### config.mk
export PLATFORM = sky130hd
export DESIGN_NAME = base64_stream_encoder_core
export DESIGN_NICKNAME = d
export VERILOG_FILES = /design/src/rtl/core/b64e_pkg.sv /design/src/rtl/core/b64e_front.sv /design/src/rtl/core/b64e_fifo.sv /design/src/rtl/core/b64e_back.sv /design/src/rtl/core/base64_stream_encoder_core.sv
export SDC_FILE = /design/constraint.sdc
export NUM_CORES = 1
export LEC_CHECK = 0
export ABC_AREA = 1
export ABC_CLOCK_PERIOD_IN_PS = 1850
export BUFFER_PORTS_ARGS = -buffer_cell sky130_fd_sc_hd__buf_2
export CAP_MARGIN = 10
export CORE_ASPECT_RATIO = 1.75
export CORE_MARGIN = 2
export CORE_UTILIZATION = 33
export DETAILED_ROUTE_END_ITERATION = 8
export PLACE_DENSITY = 0.46
export SYNTH_ARGS = -nofsm -noshare
export SYNTH_HDL_FRONTEND = slang
export SYNTH_SLANG_ARGS = --single-unit
### constraint.sdc
create_clock -name clk -period 1.85 [get_ports clk]
set_input_delay 0 -clock clk [delete_from_list [all_inputs] [get_ports clk]]
set_output_delay 0 -clock clk [all_outputs]
set_load 0.05 [all_outputs]
### src/rtl/core/b64e_pkg.sv
package b64e_pkg;

  localparam logic [6:0] PAD_CHAR = 7'd61;
  localparam int unsigned JOB_CHARS = 4;
  localparam int unsigned FIFO_DEPTH = 2;

  typedef struct packed {
    logic [7:0] data_byte;
    logic       last_byte;
  } in_item_t;

  typedef struct packed {
    logic [6:0] out_char;
    logic       last_char;
  } out_item_t;

  // position within the three-byte group
  typedef enum logic [1:0] {
    PH_0 = 2'd0,
    PH_1 = 2'd1,
    PH_2 = 2'd2
  } phase_t;

  // one byte's worth of characters for the back end
  typedef struct packed {
    logic [JOB_CHARS-1:0][6:0] chars;
    logic [1:0]                cnt_m1;
    logic                      fin;
  } job_t;

  // standard alphabet lookup
  function automatic logic [6:0] enc_char(input logic [5:0] v);
    logic [6:0] r;
    r = 7'd0;
    if (v < 6'd26) begin
      r = 7'd65 + {1'b0, v};
    end else if (v < 6'd52) begin
      r = 7'd97 + {1'b0, v} - 7'd26;
    end else if (v < 6'd62) begin
      r = 7'd48 + {1'b0, v} - 7'd52;
    end else if (v == 6'd62) begin
      r = 7'd43;
    end else begin
      r = 7'd47;
    end
    return r;
  endfunction

endpackage

### src/rtl/core/b64e_front.sv
module b64e_front (
  input  logic               clk,
  input  logic               rst_n,
  input  logic               in_push,
  input  logic               in_full,
  input  b64e_pkg::in_item_t in_item,
  output logic               job_push,
  output b64e_pkg::job_t     job
);

  b64e_pkg::phase_t phase_r, phase_nxt;
  logic [3:0]       left_r, left_nxt;
  logic             take;
  logic [7:0]       b;

  assign take     = in_push & ~in_full;
  assign job_push = take;
  assign b        = in_item.data_byte;

  always_ff @(posedge clk) begin
    if (!rst_n) begin
      phase_r <= b64e_pkg::PH_0;
      left_r  <= 4'd0;
    end else if (take) begin
      phase_r <= phase_nxt;
      left_r  <= left_nxt;
    end
  end

  always_comb begin
    phase_nxt = b64e_pkg::PH_0;
    left_nxt  = 4'd0;
    job.chars = '{default: b64e_pkg::PAD_CHAR};
    job.cnt_m1 = 2'd0;
    job.fin    = in_item.last_byte;
    unique case (phase_r)
      b64e_pkg::PH_1: begin
        job.chars[0] = b64e_pkg::enc_char({left_r[1:0], b[7:4]});
        if (in_item.last_byte) begin
          job.chars[1] = b64e_pkg::enc_char({b[3:0], 2'b00});
          job.cnt_m1   = 2'd2;
        end else begin
          phase_nxt = b64e_pkg::PH_2;
          left_nxt  = b[3:0];
        end
      end
      b64e_pkg::PH_2: begin
        job.chars[0] = b64e_pkg::enc_char({left_r, b[7:6]});
        job.chars[1] = b64e_pkg::enc_char(b[5:0]);
        job.cnt_m1   = 2'd1;
      end
      default: begin
        job.chars[0] = b64e_pkg::enc_char(b[7:2]);
        if (in_item.last_byte) begin
          job.chars[1] = b64e_pkg::enc_char({b[1:0], 4'b0000});
          job.cnt_m1   = 2'd3;
        end else begin
          phase_nxt = b64e_pkg::PH_1;
          left_nxt  = {2'b00, b[1:0]};
        end
      end
    endcase
  end

endmodule

### src/rtl/core/b64e_fifo.sv
module b64e_fifo (
  input  logic           clk,
  input  logic           rst_n,
  input  logic           wr_en,
  input  b64e_pkg::job_t wr_job,
  output logic           full,
  input  logic           rd_en,
  output logic           nonempty,
  output b64e_pkg::job_t rd_job
);

  b64e_pkg::job_t mem_r [b64e_pkg::FIFO_DEPTH];
  logic           wp_r, rp_r;
  logic [1:0]     cnt_r;

  assign full     = (cnt_r == 2'(b64e_pkg::FIFO_DEPTH));
  assign nonempty = (cnt_r != 2'd0);
  assign rd_job   = mem_r[rp_r];

  always_ff @(posedge clk) begin
    if (wr_en) begin
      mem_r[wp_r] <= wr_job;
    end
  end

  always_ff @(posedge clk) begin
    if (!rst_n) begin
      wp_r  <= 1'b0;
      rp_r  <= 1'b0;
      cnt_r <= 2'd0;
    end else begin
      if (wr_en) begin
        wp_r <= ~wp_r;
      end
      if (rd_en) begin
        rp_r <= ~rp_r;
      end
      priority if (wr_en && !rd_en) begin
        cnt_r <= cnt_r + 2'd1;
      end else if (rd_en && !wr_en) begin
        cnt_r <= cnt_r - 2'd1;
      end
    end
  end

endmodule

### src/rtl/core/b64e_back.sv
module b64e_back (
  input  logic                clk,
  input  logic                rst_n,
  input  logic                job_avail,
  input  b64e_pkg::job_t      job_in,
  output logic                job_take,
  output logic                out_empty,
  input  logic                out_pop,
  output b64e_pkg::out_item_t out_item
);

  b64e_pkg::job_t      job_r;
  logic                busy_r, busy_nxt;
  logic [1:0]          idx_r, idx_nxt;
  logic                ov_r, ov_nxt;
  b64e_pkg::out_item_t oi_r, oi_nxt;
  logic                adv, at_end;

  assign at_end    = (idx_r == job_r.cnt_m1);
  assign adv       = busy_r & (~ov_r | out_pop);
  assign job_take  = job_avail & (~busy_r | (adv & at_end));
  assign out_empty = ~ov_r;
  assign out_item  = oi_r;

  always_comb begin
    busy_nxt = busy_r;
    idx_nxt  = idx_r;
    ov_nxt   = ov_r;
    oi_nxt   = oi_r;
    if (adv) begin
      ov_nxt            = 1'b1;
      oi_nxt.out_char   = job_r.chars[idx_r];
      oi_nxt.last_char  = job_r.fin & at_end;
      idx_nxt           = idx_r + 2'd1;
      if (at_end) begin
        busy_nxt = 1'b0;
      end
    end else if (out_pop) begin
      ov_nxt = 1'b0;
    end
    if (job_take) begin
      busy_nxt = 1'b1;
      idx_nxt  = 2'd0;
    end
  end

  always_ff @(posedge clk) begin
    if (job_take) begin
      job_r <= job_in;
    end
    oi_r <= oi_nxt;
  end

  always_ff @(posedge clk) begin
    if (!rst_n) begin
      busy_r <= 1'b0;
      idx_r  <= 2'd0;
      ov_r   <= 1'b0;
    end else begin
      busy_r <= busy_nxt;
      idx_r  <= idx_nxt;
      ov_r   <= ov_nxt;
    end
  end

endmodule

### src/rtl/core/base64_stream_encoder_core.sv
// path: a byte's first character goes through the job queue, job_r and the output register
// output: a character per cycle while popped or empty; a byte per cycle while the queue has
//   room; a byte gives one or two characters mid-stream and up to four for a final byte
// the single character output register sets the rate
// reset: synchronous active-low rst_n clears group phase, queue and output valid
module base64_stream_encoder_core (
  input  logic                clk,
  input  logic                rst_n,
  // byte input, queue style
  input  logic                in_push,
  output logic                in_full,
  input  b64e_pkg::in_item_t  in_item,
  // character output, queue style
  output logic                out_empty,
  input  logic                out_pop,
  output b64e_pkg::out_item_t out_item
);

  // front to queue
  logic           f_push;
  b64e_pkg::job_t f_job;
  // queue to back
  logic           q_nonempty;
  logic           q_take;
  b64e_pkg::job_t q_job;

  // front: tracks group phase and leftover bits, turns each byte transfer
  // into a job of one to four ready-made ascii characters
  b64e_front u_front (
    .clk      (clk),
    .rst_n    (rst_n),
    .in_push  (in_push),
    .in_full  (in_full),
    .in_item  (in_item),
    .job_push (f_push),
    .job      (f_job)
  );

  // short job queue so the front keeps taking bytes while the back drains
  b64e_fifo u_fifo (
    .clk      (clk),
    .rst_n    (rst_n),
    .wr_en    (f_push),
    .wr_job   (f_job),
    .full     (in_full),
    .rd_en    (q_take),
    .nonempty (q_nonempty),
    .rd_job   (q_job)
  );

  // back: serializes each job one character per cycle into the output register while the
  // output is popped or empty, loading the next job on the cycle the current one finishes
  b64e_back u_back (
    .clk       (clk),
    .rst_n     (rst_n),
    .job_avail (q_nonempty),
    .job_in    (q_job),
    .job_take  (q_take),
    .out_empty (out_empty),
    .out_pop   (out_pop),
    .out_item  (out_item)
  );

endmodule

==> impl_metrics.tcl <==
set metrics [dict create \
    cts-buffers-inserted 9 \
    stdcell_area_mm2 0.00581 \
    grt_usage 0.174 \
    start_util 0.334 \
    maxCapViolCount 0 \
    hpwl_um 10500 \
    yosysUniqueCellTypes 36 \
    crit_path_start "u_front.phase_r[0]" \
    r2r-end "u_fifo.mem_r[0][12]" \
    cts_buffer_depth 2 \
    core_mm2 0.0143 \
    yosys_warnings 0 \
    ys_ff_latch 73 \
    num_antenna_cells 0 \
    die_w_um 95.0 \
    drt_wl_total_um 13100 \
    endpoint "u_fifo.mem_r[0][12]" \
    pwr-share-clk 0.280 \
    ios 23 \
    clk_latency_ns 0.34 \
    row_count 58 \
    regToRegSetupSlack_ns 0.13 \
    finalSetupViolCount 0 \
    fin_crit_ns 1.72 \
    synth-seq-area-share 0.429 \
    irDropWorstVdd_mv 0.478 \
    cp.required_ns 2.05 \
    intPower_mw 4.40 \
    dpl_cell_area_mm2 0.00541 \
    p_leak_nw 2.52 \
    drive_above_1_share 0.256 \
    holdWs_ns 0.0239 \
    combPwrFrac 0.337 \
    grt-ovfl-total 0 \
    rr_worst_depth 7 \
    hp-class "in2reg" \
    slew_headroom 0.745 \
    cts_max_level 3 \
    dr.pass1.iters 5 \
    cp_max_fo 9 \
    finalMaxSlewViolations 0 \
    syn_area_mm2 0.00478 \
    finalPower_mw 6.70 \
    rsz0062_at_grt "no" \
    syn-num-nets 612 \
    power.switching_mw 2.29 \
    grt_pass1_wl_um 20600 \
    setup_tns_ns 0 \
    num_vias 4123 \
    grt_start_max_net_pins 20 \
    fill_cells 1416 \
    synth.avg_cell_area_um2 8.30 \
    fp.dieH_um 163 \
    drtIter0Drc 274 \
    critPathLaunchType "register" \
    io_buffers 22 \
    routed_via_density 4.94 \
    synth_flop_cell "edfxtp_1" \
    antenna_found_initial 0 \
    status "complete, no violations" \
    numClockSinks 73 \
    worst-setup-path-type "reg2reg" \
    arrival_ns 1.93 \
    cts_tree "built" \
    drc_errors 0 \
    syn_inst 576 \
    gp_congestion 0.927 \
    hold_viol_final 0 \
    skew_ns 0.00850 \
    seqPwrFrac 0.382 \
    synth_edf_count 59 \
    end_kind "register" \
    period_share 0.931 \
    cts.reportedPaths.clkPinSlew_ns 0.06 \
    finish.net_count 686 \
    avgRoutedWirePerCell_um 15.7 \
    ys_async_sr_fraction 0 \
    swShare 0.342 \
    dieArea_mm2 0.0155 \
    worst_slew_pin_slew_ns 0.382 \
    drtAntennaViolNets 0 \
    syn_to_final_growth_pct 21.5 \
    rr_startpoint "u_front.phase_r[0]" \
    max_freq_mhz 581 \
    final_core_util 0.406 \
    powerDensity_mw_per_mm2 1150 \
    ctsRootBufferMaster "clkbuf_16" \
    grt_pass1_vias 4033 \
]
## worst min-delay path by stage
stage	start	cells after the start	to	slack, ns
after global placement	out_pop	3	u_back.ov_r	0.29
final	in_item[3]	3	u_front.left_r[2]	0.02
after CTS	in_item[3]	3	u_front.left_r[2]	0.02
after detailed placement	out_pop	3	u_back.ov_r	0.30
after global routing	in_item[0]	1	u_fifo.mem_r[1][0]	0.03
after floorplan	in_item[0]	0	u_fifo.mem_r[0][0]	0.1
## state kept, by name, indices dropped and copies added (netlist names), 2 cells and up
register and count:
u_back.idx_r 2, u_back.job_r 17, u_back.out_item 8, u_fifo.cnt_r 2, u_fifo.mem_r 34, u_front.left_r 4
u_front.phase_r 2
## Yosys cell counts, types with 4 or more instances
| master | instances | area, um^2 |
|---|---|---|
| nand2_1 | 149 | 559 |
| nand3_1 | 61 | 305 |
| edfxtp_1 | 59 | 1770 |
| inv_1 | 45 | 169 |
| nor2_1 | 38 | 143 |
| o21ai_0 | 35 | 175 |
| a21oi_1 | 34 | 170 |
| ha_1 | 23 | 288 |
| mux2_2 | 17 | 191 |
| dfxtp_1 | 14 | 280 |
| inv_2 | 13 | 48.8 |
| nand2_2 | 10 | 62.6 |
| xor2_1 | 9 | 78.8 |
| nand4_1 | 8 | 50.1 |
| buf_2 | 7 | 35.0 |
| nor2_4 | 6 | 67.6 |
| o211ai_1 | 6 | 45.0 |
| buf_4 | 5 | 37.5 |
| xnor2_1 | 5 | 43.8 |
| buf_6 | 4 | 45.0 |
| nor2_2 | 4 | 25.0 |
## cell usage in the layout, fill, tap and decap left out, types with 8 or more instances in the layout
master,instances
nand2_1,147
nand3_1,61
edfxtp_1,59
buf_4,55
inv_1,43
nor2_1,37
o21ai_0,33
a21oi_1,33
buf_2,22
ha_1,20
mux2_2,17
inv_2,14
nand2_2,11
dfxtp_1,11
xor2_1,9
clkbuf_16,9
nand4_1,8
## per-layer routing
metal	vias to the layer above	wire (um)	global-route usage
li1	2079	-	-
met1	1926	4830	0.174
met2	91	7500	0.348
met3	27	321	0.0161
met4	0	464	0.0784
met5	-	0	0
## critical path: stages, from the launching register on
cell     delay, ns
dfxtp_1       0.33
inv_1         0.06
ha_1          0.42
nor2_1        0.30
inv_1         0.17
a21oi_1       0.16
nand2_1       0.08
nand2_1       0.07
## power groups by stage
stage | Clock [mW] | Combinational (mW) | Sequential (mW)
2_1_floorplan | 0 | 1.32 | 2.80
3_3_place_gp | 0 | 2.17 | 2.59
3_5_place_dp | 0 | 2.18 | 2.60
4_1_cts | 1.90 | 2.19 | 2.57
5_1_grt | 1.98 | 2.51 | 2.60
6_report | 1.88 | 2.26 | 2.56
## cell type report
type                            count  area (um^2)  share of cell area
Tap cell                          180          225              0.0388
Clock buffer                        9          225              0.0388
Timing Repair Buffer               79          543              0.0935
Multi-Input combinational cell    425         2410               0.416
Sequential cell                    73         2060               0.354
Clock inverter                      7          103              0.0177
Inverter                           62          244              0.0420
## metrics by stage
stage / std cells / setup WS [ns]
final: 835 / 0.127
after global routing: 835 / 0.00600
after global placement: 814 / 0.0790
after CTS: 832 / 0.0320
after floorplan: 576 / 0.0146
after detailed placement: 814 / 0.0607
## cell families (layout without fill, tap and decap cells)
family                   Yosys count  count (layout)  share of synthesized area
buffers and inverters             79             157                     0.0756
AO/OA/AOI/OAI                     83              83                     0.0932
adder cells (fa/ha/maj)           23              23                     0.0602
AND/OR/NAND/NOR                  287             288                      0.276
XOR/XNOR                          14              14                     0.0256
flip-flops                        73              73                      0.429
multiplexers                      17              17                     0.0400
## timing repair
item	in CTS	in global routing
hold endpoints to repair	2	0
hold buffers	2	0
resized for setup	0	10
setup buffers	0	2
setup endpoints to repair	0	16
No activity file was read; power rests on OpenSTA's default activity.
